### config.mk
export PLATFORM = sky130hd
export DESIGN_NAME = lru_key_value_cache_top
export DESIGN_NICKNAME = d
export VERILOG_FILES = /design/src/hdl/lkvc_pkg.sv /design/src/hdl/lkvc_ctrl.sv /design/src/hdl/lkvc_dp.sv /design/src/hdl/lru_key_value_cache_top.sv
export SDC_FILE = /design/constraint.sdc
export NUM_CORES = 2
export LEC_CHECK = 0
export BUFFER_PORTS_ARGS = -buffer_cell sky130_fd_sc_hd__buf_2
export CAP_MARGIN = 0
export CORE_ASPECT_RATIO = 1.25
export CORE_MARGIN = 4
export CORE_UTILIZATION = 40
export CTS_BUF_LIST = sky130_fd_sc_hd__clkbuf_4 sky130_fd_sc_hd__clkbuf_8 sky130_fd_sc_hd__clkbuf_16
export DETAILED_ROUTE_END_ITERATION = 12
export PLACE_DENSITY = 0.66
export SLEW_MARGIN = 20
export SYNTH_ARGS = -nofsm -noshare
export SYNTH_HDL_FRONTEND = slang
export SYNTH_SLANG_ARGS = --single-unit
### constraint.sdc
create_clock -name clk -period 4.5 [get_ports clk]
set_input_delay 0.9 -clock clk [delete_from_list [all_inputs] [get_ports clk]]
set_output_delay 0.9 -clock clk [all_outputs]
set_load 0.02 [all_outputs]
### src/hdl/lkvc_pkg.sv
`timescale 1ns / 1ps
`default_nettype none
// ----------------------------------------------------------------------------
// lkvc_pkg
// Shared types and constants of the LRU key-value cache.
// ----------------------------------------------------------------------------
package lkvc_pkg;

  localparam int CAP_BITS = 5;
  localparam logic [CAP_BITS-1:0] CAP_RESET = 5'd16;

  localparam logic OP_GET = 1'b0;
  localparam logic OP_PUT = 1'b1;

  typedef enum logic [1:0] {
    ST_IDLE,
    ST_CMP,
    ST_UPD
  } lkvc_state_t;

  // controller -> datapath commands
  typedef struct packed {
    logic load_in;   // take the input word
    logic capture;   // register search results
    logic commit;    // apply update, load result register
    logic cap_we;    // capacity register write
  } lkvc_cmd_t;

endpackage
`default_nettype wire

### src/hdl/lkvc_ctrl.sv
`timescale 1ns / 1ps
`default_nettype none
// ----------------------------------------------------------------------------
// lkvc_ctrl
// Sequencer: accept, search, commit. Owns the handshakes and result valid.
// ----------------------------------------------------------------------------
module lkvc_ctrl (
  input  wire logic              clk,
  input  wire logic              rst_n,
  input  wire logic              in_valid,
  output logic                   in_ready,
  output logic                   out_valid,
  input  wire logic              out_ready,
  input  wire logic              cfg_valid,
  output logic                   cfg_ready,
  output lkvc_pkg::lkvc_cmd_t    cmd
);
  import lkvc_pkg::*;

  lkvc_state_t state_r, state_nxt;
  logic        out_valid_r, out_valid_nxt;

  always_ff @(posedge clk) begin
    if (!rst_n) begin
      state_r     <= ST_IDLE;
      out_valid_r <= 1'b0;
    end else begin
      state_r     <= state_nxt;
      out_valid_r <= out_valid_nxt;
    end
  end

  always_comb begin
    state_nxt   = state_r;
    in_ready    = 1'b0;
    cmd         = '0;
    cmd.cap_we  = cfg_valid;
    unique case (state_r)
      ST_IDLE: begin
        in_ready = 1'b1;
        if (in_valid) begin
          cmd.load_in = 1'b1;
          state_nxt   = ST_CMP;
        end
      end
      ST_CMP: begin
        cmd.capture = 1'b1;
        // wait until the result register is free or being drained
        if (!out_valid_r || out_ready) begin
          state_nxt = ST_UPD;
        end
      end
      ST_UPD: begin
        cmd.commit = 1'b1;
        in_ready   = 1'b1;
        if (in_valid) begin
          cmd.load_in = 1'b1;
          state_nxt   = ST_CMP;
        end else begin
          state_nxt = ST_IDLE;
        end
      end
      default: state_nxt = ST_IDLE;
    endcase

    if (cmd.commit) begin
      out_valid_nxt = 1'b1;
    end else begin
      out_valid_nxt = out_valid_r && !out_ready;
    end
  end

  assign out_valid = out_valid_r;
  assign cfg_ready = 1'b1;

endmodule
`default_nettype wire

### src/hdl/lkvc_dp.sv
`timescale 1ns / 1ps
`default_nettype none
// ----------------------------------------------------------------------------
// lkvc_dp
// Entry storage, parallel key compare, LRU/free search, recency update.
// ----------------------------------------------------------------------------
module lkvc_dp #(
  parameter int ENTRIES    = 16,
  parameter int KEY_BITS   = 32,
  parameter int VALUE_BITS = 32
) (
  input  wire logic                          clk,
  input  wire logic                          rst_n,
  input  wire lkvc_pkg::lkvc_cmd_t           cmd,
  input  wire logic [lkvc_pkg::CAP_BITS-1:0] cfg_capacity_in_use,
  input  wire logic                          in_operation,
  input  wire logic [KEY_BITS-1:0]           in_lookup_key,
  input  wire logic [VALUE_BITS-1:0]         in_store_value,
  output logic                               out_hit,
  output logic [VALUE_BITS-1:0]              out_read_value,
  output logic                               out_evicted,
  output logic [KEY_BITS-1:0]                out_evicted_key
);
  import lkvc_pkg::*;

  localparam int IW = (ENTRIES > 1) ? $clog2(ENTRIES) : 1;
  localparam int CW = $clog2(ENTRIES + 1);
  localparam int MW = ((CW > CAP_BITS) ? CW : CAP_BITS) + 1;
  localparam logic [MW-1:0] ENTRIES_M = MW'(ENTRIES);

  logic [CAP_BITS-1:0]   cap_r;
  logic                  op_r;
  logic [KEY_BITS-1:0]   key_in_r;
  logic [VALUE_BITS-1:0] val_in_r;

  logic [ENTRIES-1:0]    valid_r;
  logic [IW-1:0]         rank_r  [ENTRIES];
  logic [KEY_BITS-1:0]   key_r   [ENTRIES];
  logic [VALUE_BITS-1:0] val_mem [ENTRIES];
  logic [CW-1:0]         used_r;

  // search results
  logic          hit_found, lru_found, free_found, full, evict, ins;
  logic [IW-1:0] hit_idx, lru_idx, free_idx;
  logic [CW-1:0] used_m1;
  logic [MW-1:0] cap_m;

  logic                  hit_r, evict_r, ins_r;
  logic [IW-1:0]         hit_idx_r, slot_r, tgt_rank_r;
  logic [KEY_BITS-1:0]   evk_r;

  logic                  out_hit_r, out_evicted_r;
  logic [VALUE_BITS-1:0] out_read_value_r;
  logic [KEY_BITS-1:0]   out_evicted_key_r;

  always_ff @(posedge clk) begin
    if (cmd.load_in) begin
      op_r     <= in_operation;
      key_in_r <= in_lookup_key;
      val_in_r <= in_store_value;
    end
  end

  always_comb begin
    hit_found  = 1'b0;
    lru_found  = 1'b0;
    free_found = 1'b0;
    hit_idx    = '0;
    lru_idx    = '0;
    free_idx   = '0;
    used_m1    = used_r - CW'(1);
    for (int i = 0; i < ENTRIES; i++) begin
      if (valid_r[i] && key_r[i] == key_in_r && !hit_found) begin
        hit_found = 1'b1;
        hit_idx   = IW'(i);
      end
      if (valid_r[i] && used_r != '0 && CW'(rank_r[i]) == used_m1 && !lru_found) begin
        lru_found = 1'b1;
        lru_idx   = IW'(i);
      end
      if (!valid_r[i] && !free_found) begin
        free_found = 1'b1;
        free_idx   = IW'(i);
      end
    end

    // capacity zero acts as one, above the entry count as the entry count
    cap_m = MW'(cap_r);
    if (cap_m == '0) begin
      cap_m = MW'(1);
    end else if (cap_m > ENTRIES_M) begin
      cap_m = ENTRIES_M;
    end
    full  = MW'(used_r) >= cap_m;
    evict = (op_r == OP_PUT) && !hit_found && full && (used_r != '0) && lru_found;
    ins   = (op_r == OP_PUT) && !hit_found && (evict || free_found);
  end

  always_ff @(posedge clk) begin
    if (cmd.capture) begin
      hit_r      <= hit_found;
      hit_idx_r  <= hit_idx;
      tgt_rank_r <= rank_r[hit_idx];
      evict_r    <= evict;
      ins_r      <= ins;
      slot_r     <= evict ? lru_idx : free_idx;
      evk_r      <= key_r[lru_idx];
    end
  end

  // recency, valid bits, fill count, capacity
  always_ff @(posedge clk) begin
    if (!rst_n) begin
      valid_r <= '0;
      used_r  <= '0;
      cap_r   <= CAP_RESET;
      for (int i = 0; i < ENTRIES; i++) begin
        rank_r[i] <= '0;
      end
    end else begin
      if (cmd.cap_we) begin
        cap_r <= cfg_capacity_in_use;
      end
      if (cmd.commit) begin
        if (hit_r) begin
          for (int i = 0; i < ENTRIES; i++) begin
            if (valid_r[i] && rank_r[i] < tgt_rank_r) begin
              rank_r[i] <= rank_r[i] + IW'(1);
            end
          end
          rank_r[hit_idx_r] <= '0;
        end else if (ins_r) begin
          // evicted slot is reused at once, everyone else ages by one
          for (int i = 0; i < ENTRIES; i++) begin
            if (valid_r[i] && IW'(i) != slot_r) begin
              rank_r[i] <= rank_r[i] + IW'(1);
            end
          end
          rank_r[slot_r]  <= '0;
          valid_r[slot_r] <= 1'b1;
          if (!evict_r) begin
            used_r <= used_r + CW'(1);
          end
        end
      end
    end
  end

  always_ff @(posedge clk) begin
    if (cmd.commit && ins_r) begin
      key_r[slot_r] <= key_in_r;
    end
  end

  // value memory, read into the result register
  always_ff @(posedge clk) begin
    if (cmd.commit) begin
      if (op_r == OP_PUT && (hit_r || ins_r)) begin
        val_mem[hit_r ? hit_idx_r : slot_r] <= val_in_r;
      end
      if (op_r == OP_PUT) begin
        out_read_value_r <= '0;
      end else if (hit_r) begin
        out_read_value_r <= val_mem[hit_idx_r];
      end else begin
        out_read_value_r <= '1;
      end
      out_hit_r         <= hit_r;
      out_evicted_r     <= evict_r;
      out_evicted_key_r <= evict_r ? evk_r : '0;
    end
  end

  assign out_hit         = out_hit_r;
  assign out_read_value  = out_read_value_r;
  assign out_evicted     = out_evicted_r;
  assign out_evicted_key = out_evicted_key_r;

endmodule
`default_nettype wire

### src/hdl/lru_key_value_cache_top.sv
`timescale 1ns / 1ps
`default_nettype none
// ----------------------------------------------------------------------------
// lru_key_value_cache_top
// Fully associative key-value cache with least-recently-used replacement.
// ----------------------------------------------------------------------------
//  channel | direction | handshake            | payload
//  cfg     | in        | cfg_valid/cfg_ready  | cfg_capacity_in_use
//  in      | in        | in_valid/in_ready    | in_operation, in_lookup_key, in_store_value
//  out     | out       | out_valid/out_ready  | out_hit, out_read_value, out_evicted,
//          |           |                      | out_evicted_key
//
//  Each word passes a compare state (parallel key compare and LRU/free search)
//  and an update state (recency update, entry write and result load). A new
//  word is taken in the update state, so the block holds one word at a time.
//  The result register is loaded at the commit in the update state.
//  Reset clears valid bits, ranks and fill count at once; no clearing pass.
//  A result left waiting holds the next word in its compare state.
// ----------------------------------------------------------------------------
module lru_key_value_cache_top #(
  parameter int ENTRIES    = 16,
  parameter int KEY_BITS   = 32,
  parameter int VALUE_BITS = 32
) (
  input  wire logic                          clk,
  input  wire logic                          rst_n,
  input  wire logic                          cfg_valid,
  output logic                               cfg_ready,
  input  wire logic [lkvc_pkg::CAP_BITS-1:0] cfg_capacity_in_use,
  input  wire logic                          in_valid,
  output logic                               in_ready,
  input  wire logic                          in_operation,
  input  wire logic signed [KEY_BITS-1:0]    in_lookup_key,
  input  wire logic signed [VALUE_BITS-1:0]  in_store_value,
  output logic                               out_valid,
  input  wire logic                          out_ready,
  output logic                               out_hit,
  output logic signed [VALUE_BITS-1:0]       out_read_value,
  output logic                               out_evicted,
  output logic signed [KEY_BITS-1:0]         out_evicted_key
);
  import lkvc_pkg::*;

  lkvc_cmd_t cmd;

  lkvc_ctrl u_ctrl (
    .clk       (clk),
    .rst_n     (rst_n),
    .in_valid  (in_valid),
    .in_ready  (in_ready),
    .out_valid (out_valid),
    .out_ready (out_ready),
    .cfg_valid (cfg_valid),
    .cfg_ready (cfg_ready),
    .cmd       (cmd)
  );

  lkvc_dp #(
    .ENTRIES    (ENTRIES),
    .KEY_BITS   (KEY_BITS),
    .VALUE_BITS (VALUE_BITS)
  ) u_dp (
    .clk                 (clk),
    .rst_n               (rst_n),
    .cmd                 (cmd),
    .cfg_capacity_in_use (cfg_capacity_in_use),
    .in_operation        (in_operation),
    .in_lookup_key       (in_lookup_key),
    .in_store_value      (in_store_value),
    .out_hit             (out_hit),
    .out_read_value      (out_read_value),
    .out_evicted         (out_evicted),
    .out_evicted_key     (out_evicted_key)
  );

  // a result is never loaded over one that is still waiting
  a_no_overwrite: assert property (@(posedge clk) disable iff (!rst_n)
    cmd.commit |-> (!out_valid || out_ready))
    else $error("result register overwritten while held");

  // after taking a word the block searches before taking another
  a_one_in_flight: assert property (@(posedge clk) disable iff (!rst_n)
    (in_valid && in_ready) |=> !in_ready)
    else $error("second word taken during search");

  // a new result only comes from a commit
  a_out_from_commit: assert property (@(posedge clk) disable iff (!rst_n)
    $rose(out_valid) |-> $past(cmd.commit))
    else $error("result valid without commit");

endmodule
`default_nettype wire

== Word level (Yosys, flattened, before mapping) ==
Memories as Yosys holds them, arrays and structs flattened. A register that Yosys moved wholly into a read port is not among the register bits.
Index checks and enable logic that the tools add are counted.

* Reduce and logical (&&, ||, !) cells: 208
* Multiplexer cells: 337
* Add/subtract/negate cells: 18
* Equal/unequal tests: 51
* Bitwise operators: 35
* Order comparisons: 20

{| class="wikitable"
|+ Operator list
! cell !! number
|-
| $eq A32 B32 Y1 || 16
|-
| $mux W4 || 67
|-
| $mux W1 || 251
|-
| $logic_and A1 B1 Y1 || 134
|-
| $eq A4 B5 Y1 || 16
|-
| $add A4 B1 Y4 const B || 16
|-
| $lt A4 B4 Y1 || 16
|-
| $logic_not A1 Y1 || 62
|-
| $mux W32 || 1
|-
| $ne A4 B4 Y1 const A || 8
|-
| $or A1 B1 Y1 || 32
|-
| $mux W3 || 8
|-
| $ne A3 B4 Y1 const A || 4
|-
| $or A16 B16 Y16 || 1
|-
| $mux W2 || 6
|-
| $ne A2 B4 Y1 const A || 2
|-
| $ge A5 B6 Y1 || 1
|-
| $mux W6 || 1
|-
| $pmux W2 S3 || 1
|-
| $add A5 B1 Y5 const B || 1
|-
| $gt A5 B5 Y1 const B || 1
|-
| $logic_not A5 Y1 || 1
|-
| $lt A4 B5 Y1 const B || 1
|-
| $mux W5 || 1
|-
| 18 further kinds || 21
|}

* Bits of input ports: 75
* Output and inout port bits: 69
* Memories: 3
* Bits in writable memories: 1088
* Flip-flop bits (word level): 171
* Logic and storage cells: 689

{| class="wikitable"
|+ Memory list
! name !! words !! bits a word !! rd ports !! clocked after memory_dff !! wr ports !! line !! text
|-
| u_dp.key_r || 16 || 32 || 17 || 1 || 1 || lkvc_dp.sv:38 || <nowiki>logic [KEY_BITS-1:0] key_r [ENTRIES];</nowiki>
|-
| u_dp.val_mem || 16 || 32 || 1 || 1 || 1 || lkvc_dp.sv:39 || <nowiki>logic [VALUE_BITS-1:0] val_mem [ENTRIES];</nowiki>
|-
| u_dp.rank_r || 16 || 4 || 17 || 1 || 17 || lkvc_dp.sv:37 || <nowiki>logic [IW-1:0] rank_r [ENTRIES];</nowiki>
|}

== Longest topological paths before layout ==
An unclocked memory read counts as a cell.

* Depth after elaboration: 56
* Depth in mapped cells: 20
* Gate-level depth less buffers: 13

== Cells and area by module ==
From an unflattened synthesis, not the netlist that was laid out.

* Cell total of the unflattened synthesis: 3830
* Area total of the unflattened synthesis: 58612.5 um^2

{| class="wikitable"
|+ Modules (own cells, without submodules)
! module !! sequential area each (um^2) !! times used !! cells an instance !! area each (um^2)
|-
| lkvc_dp || 37976.4 || 1 || 3813 || 58459.8
|-
| lkvc_ctrl || 60.1 || 1 || 17 || 152.6
|}

== Worst setup path before layout ==
OpenSTA, ideal clock, no wires.

* Path kind: flip-flop to flip-flop
* Start point: reg u_ctrl.state_r[0]
* End point: mem u_dp.key_r[9][0], enable pin
* Cell stages (with the launch flop): 7
* Arrival: 4438 ps
* Period minus slack after synthesis: 4899 ps
* Slack: -399 ps
* Cells stage by stage: dfxtp_1 > inv_1 > nand2_1 > clkinv_1 > nand2_1 > clkbuf_1 > nor3_1

* Cells in the longest elaborated chain, start to end: 5

{| class="wikitable"
|+ RTL lines
! what !! line !! text
|-
| from (decl) || lkvc_ctrl.sv:20 || <nowiki>lkvc_state_t state_r, state_nxt;</nowiki>
|-
| from (signal assigned) || lkvc_ctrl.sv:28 || <nowiki>state_r <= state_nxt;</nowiki>
|-
| $eq A2 B2 Y1 || lkvc_ctrl.sv:38 || <nowiki>unique case (state_r)</nowiki>
|-
| $mux W1 || lkvc_ctrl.sv:38 ||
|-
| $logic_and A1 B1 Y1 || lkvc_dp.sv:150 || <nowiki>if (cmd.commit && ins_r) begin</nowiki>
|-
| $mux W1 || lkvc_dp.sv:150 ||
|-
| $mux W1 (implied by the code) || lkvc_dp.sv:151 || <nowiki>key_r[slot_r] <= key_in_r;</nowiki>
|-
| to (decl) || lkvc_dp.sv:38 ||
|}

Every way passes these cells.

== Worst setup path in the final report ==
* Start point: reg u_dp.key_in_r[4]
* End point: reg u_dp.tgt_rank_r[3], read port of u_dp.rank_r (data pin)

* Cells in the longest elaborated chain, start to end: 48
* Elaborated cells between the ends (all ways): 92

{| class="wikitable"
|+ RTL lines
! what !! line !! text
|-
| from (decl) || lkvc_dp.sv:33 || <nowiki>logic [KEY_BITS-1:0] key_in_r;</nowiki>
|-
| from (signal assigned) || lkvc_dp.sv:59 || <nowiki>key_in_r <= in_lookup_key;</nowiki>
|-
| $eq A32 B32 Y1 || lkvc_dp.sv:73 || <nowiki>if (valid_r[i] && key_r[i] == key_in_r && !hit_found) begin</nowiki>
|-
| $logic_and A1 B1 Y1 || lkvc_dp.sv:73 ||
|-
| $mux W1 || lkvc_dp.sv:73 ||
|-
| $logic_not A1 Y1 || lkvc_dp.sv:73 ||
|-
| $logic_and A1 B1 Y1 || lkvc_dp.sv:73 ||
|-
| $mux W1 || lkvc_dp.sv:73 ||
|-
| $logic_not A1 Y1 || lkvc_dp.sv:73 ||
|-
| $logic_and A1 B1 Y1 || lkvc_dp.sv:73 ||
|-
| [... 32 more ...] || - ||
|-
| $logic_and A1 B1 Y1 || lkvc_dp.sv:73 ||
|-
| $mux W1 || lkvc_dp.sv:73 ||
|-
| $logic_not A1 Y1 || lkvc_dp.sv:73 ||
|-
| $logic_and A1 B1 Y1 || lkvc_dp.sv:73 ||
|-
| $mux W1 || lkvc_dp.sv:73 ||
|-
| $logic_not A1 Y1 || lkvc_dp.sv:73 ||
|-
| $logic_and A1 B1 Y1 || lkvc_dp.sv:73 ||
|-
| $mux W4 * || lkvc_dp.sv:73 ||
|-
| to (decl) || lkvc_dp.sv:49 || <nowiki>logic [IW-1:0] hit_idx_r, slot_r, tgt_rank_r;</nowiki>
|}

Every way passes the cells marked *; elsewhere a longest branch is shown, timed or not.
A chain may end at the register's enable or synchronous reset.

==> impl_results.md <==
- NumNets Final: 4639
- Initial antenna violation count: 9
- CTS buffer count: 134
- Antenna-violating nets left: 0
- Maximum VDD drop: 409 µV
- Share of layout cells above drive strength 1: 0.195
- Vias in the first global route: 39000
- Largest delay share family, worst path: simple AND/OR/NAND/NOR gates
- Hold Path Stages: 1
- Worst Setup SP: u_dp.key_in_r[4]$_DFFE_PP_
- Final Total Pwr: 26.2 mW
- DP Cell Count: 6362
- CP max-delay cell: or4_4
- Worst Hold Class: input port to flip-flop
- Worst Reg-to-Reg Cells: 14
- Final min period: 4.45 ns
- Syn nets: 4338
- CTS sink cnt: 1299
- CP Capture Type: flip-flop
- DIE AREA: 158000 µm²
- CP Depth: 14
- DRC: 0
- Reg2reg setup slack: 0.05 ns
- Global route overflow: 0
- Status: completed
- CP peak stage delay: 0.54 ns
- Worst Setup Path Type: flip-flop to flip-flop
- Placed wire-length estimate: 135 mm
- Core area: 150000 µm²
- Hold path startpoint: in_store_value[19]
- WHS: 0.292 ns
- Starting DRT DRC Count: 4782
- Final setup viols: 0
- Cell Chain, Critical Path: buf_6 -> xor2_1 -> nor4_1 -> nand3_1 -> or4_4 -> a211oi_2 -> buf_4 -> nor4b_4 -> nor2_2 -> buf_12 -> mux2i_1 -> a2bb2oi_1 -> a21oi_1 -> or3_1
- Layout area overhead: 15.4%
- Num ports: 144
- Clock Power Share: 0.429
- I/O Buffers: 142
- EDFF count, synth: 1202
- Clock root cell: clkbuf_16
- CP Launch Type: flip-flop
- RSZ-0062 raised after global routing: yes
- Die span in x: 356 µm
- Clk_lat worst skew: 0.79 ns
- Rows: 159
- Mean Syn Cell Area: 14.5 µm²
- Clk buf depth: 3
- Die Y: 443 µm
- Post-synth ARST share: 0
- Mapped cell area: 60600 µm²
- H-tree levels: 4
- Share of total power in combinational logic: 0.056
- Netlist cell types: 90
- Synth top area cells: edfxtp_1 60%, xor2_1 6.1%, mux4_2 5.9%
- Max-slew headroom: 0.234
- CP max FO: 23
- P_sw: 6.01 mW
- Fmax: 225 MHz
- Tot GR Track Use: 0.245
- Pwr dens: 374 nW/µm²
- P_int: 20.2 mW
- Post-synthesis sequential area ratio: 0.627
- Mapped Cells: 4192
- DR vias/cell: 5.94
- Leak pwr: 24.4 nW
- Tcrit/Tclk final: 0.989
- Synthesis Warnings: 0
- Critical path data required time: 5.02 ns
- DRT Wirelength: 197 mm
- Post-synth top flop: edfxtp_1
- Pin count of the biggest net entering global routing: 65
- CP Data Arrival Time: 4.97 ns
- WP buf/inv: 3
- Post-route insts no fill: 6612
- Final Hold Viols: 0
- Switching power share of the total: 0.229
- Area leader, netlist: edfxtp_1
- Max_cap viols: 0
- CTS tree: yes
- Starting Density: 0.403
- Clock skew: 0.0266 ns
- Slew of the pin with the lowest slew margin: 1.14 ns
- Final Wtd Congestion: 0.960
- Final Slew Violations: 0
- FF-to-FF Start: u_dp.key_in_r[4]$_DFFE_PP_
- Worst-path clk slew: 0.06 ns
- Mean routed wirelength per cell: 29.8 µm
- Synth top area share: 0.595
- First-pass iteration count of the detailed router: 6
- First-pass GRT wire length: 280 mm
- Via count: 39300
- Reg power frac: 0.516
- Yosys reg bits: 1299
## sequential cells by signal, indices dropped and copies added, names as in the netlist, 2 cells and up, named ones only
name                  count
u_dp.val_in_r            32
u_dp.used_r               5
u_dp.hit_idx_r            4
u_dp.key_in_r            32
u_dp.out_read_value      32
u_dp.slot_r               4
u_dp.val_mem            512
u_dp.valid_r             16
u_dp.evk_r               32
u_dp.tgt_rank_r           4
u_dp.key_r              512
u_dp.rank_r              64
u_dp.out_evicted_key     32
u_dp.cap_r                5
u_ctrl.state_r            2
## synth_stat cells, types with 66 or more instances
cell type / instances
xor2_1: 425
xnor2_1: 161
clkbuf_1: 113
nor2_1: 262
inv_1: 66
nor3_1: 76
ha_1: 71
nand3_1: 98
dfxtp_1: 97
mux4_2: 160
a21oi_1: 134
nor4_1: 160
mux2i_1: 133
edfxtp_1: 1202
nand4_1: 91
nand2_1: 119
## layout by cell type, fill, tap and decap left out, types with 36 or more instances in the layout
cell type,count
a21oi_1,133
a221o_1,65
and2_1,39
and3_1,60
buf_12,52
buf_2,142
buf_4,210
clkbuf_16,134
dfxtp_1,93
edfxtp_1,1202
ha_1,71
inv_1,65
mux2_2,36
mux2i_1,133
mux4_2,160
nand2_1,119
nand3_1,98
nand3b_1,38
nand4_1,91
nor2_1,236
nor3_1,72
nor4_1,158
o21ai_0,60
xnor2_1,161
xor2_1,424
## cell families after synthesis
logic type	after synthesis	synth area share
buffers and inverters	308	0.0255
other	1	0.0000619
muxes	329	0.0881
AOI/OAI and AO/OA	460	0.0526
DFF	1299	0.627
and+or+nand+nor	1124	0.102
adders and majority gates	71	0.0147
xor gates and xnor gates	600	0.0898
## power groups by stage
stage                     registers, mW  clock network [mW]  logic (mW)
after floorplan                    13.7                   0       0.858
after global placement             13.8                   0        1.42
after detailed placement           13.8                   0        1.43
after CTS                          13.5                11.4        1.44
after global routing               13.5                11.9        1.53
final                              13.5                11.2        1.45
## what timing repair did
action,in CTS,in global routing
setup buffers,3,3
endpoints found under the setup margin,11,16
cloned,0,0
hold buffers,0,0
resized for setup,12,10
## through the flow
stage | setup TNS (ns) | instance area [µm²] | setup slack, ns | util
detailed placement | -1.76 | 65400 | -0.335 | 0.435
global route | -0.00852 | 70000 | -0.00852 | 0.465
CTS | 0 | 69900 | 0.0291 | 0.465
floorplan | -11.19 | 60600 | -0.175 | -
global placement | -1.80 | 65400 | -0.398 | 0.435
finish | 0 | 70000 | 0.0511 | 0.465
## routing by layer
layer / vias up / GRT usage / wire [µm]
met5: - / 0 / 71
met4: 10 / 0.131 / 12500
met3: 479 / 0.0443 / 15900
met2: 2104 / 0.399 / 93800
met1: 19900 / 0.311 / 75000
li1: 16800 / - / -
## cell type report
| class | instances | area (µm²) |
|---|---|---|
| well taps | 2012 | 2520 |
| clock inverters | 78 | 816 |
| repair buffers | 406 | 3350 |
| inverters | 67 | 254 |
| diodes | 4 | 10.0 |
| clock buffers | 161 | 3560 |
| flip-flops and latches | 1299 | 38000 |
| multi-input cells | 2585 | 21400 |
| fillers | 13200 | 80400 |
## worst reg2reg max path, delay by kind of cell, from the launching register on
| family | cells | cell delay, ns |
|---|---|---|
| compound gates | 3 | 0.73 |
| mux | 1 | 0.18 |
| simple gates | 6 | 2.00 |
| flops | 1 | 0.46 |
| xor+xnor | 1 | 0.28 |
| buf+inv | 3 | 0.57 |
## path summary, 6_finish.rpt
kind | end
min reg2reg | u_dp.cap_r[0]$_SDFFE_PN0P_
max | u_dp.tgt_rank_r[3]$_DFFE_PN_
min | u_dp.val_in_r[19]$_DFFE_PP_
max reg2reg | u_dp.tgt_rank_r[3]$_DFFE_PN_
Power figures use the tool's default switching activity.
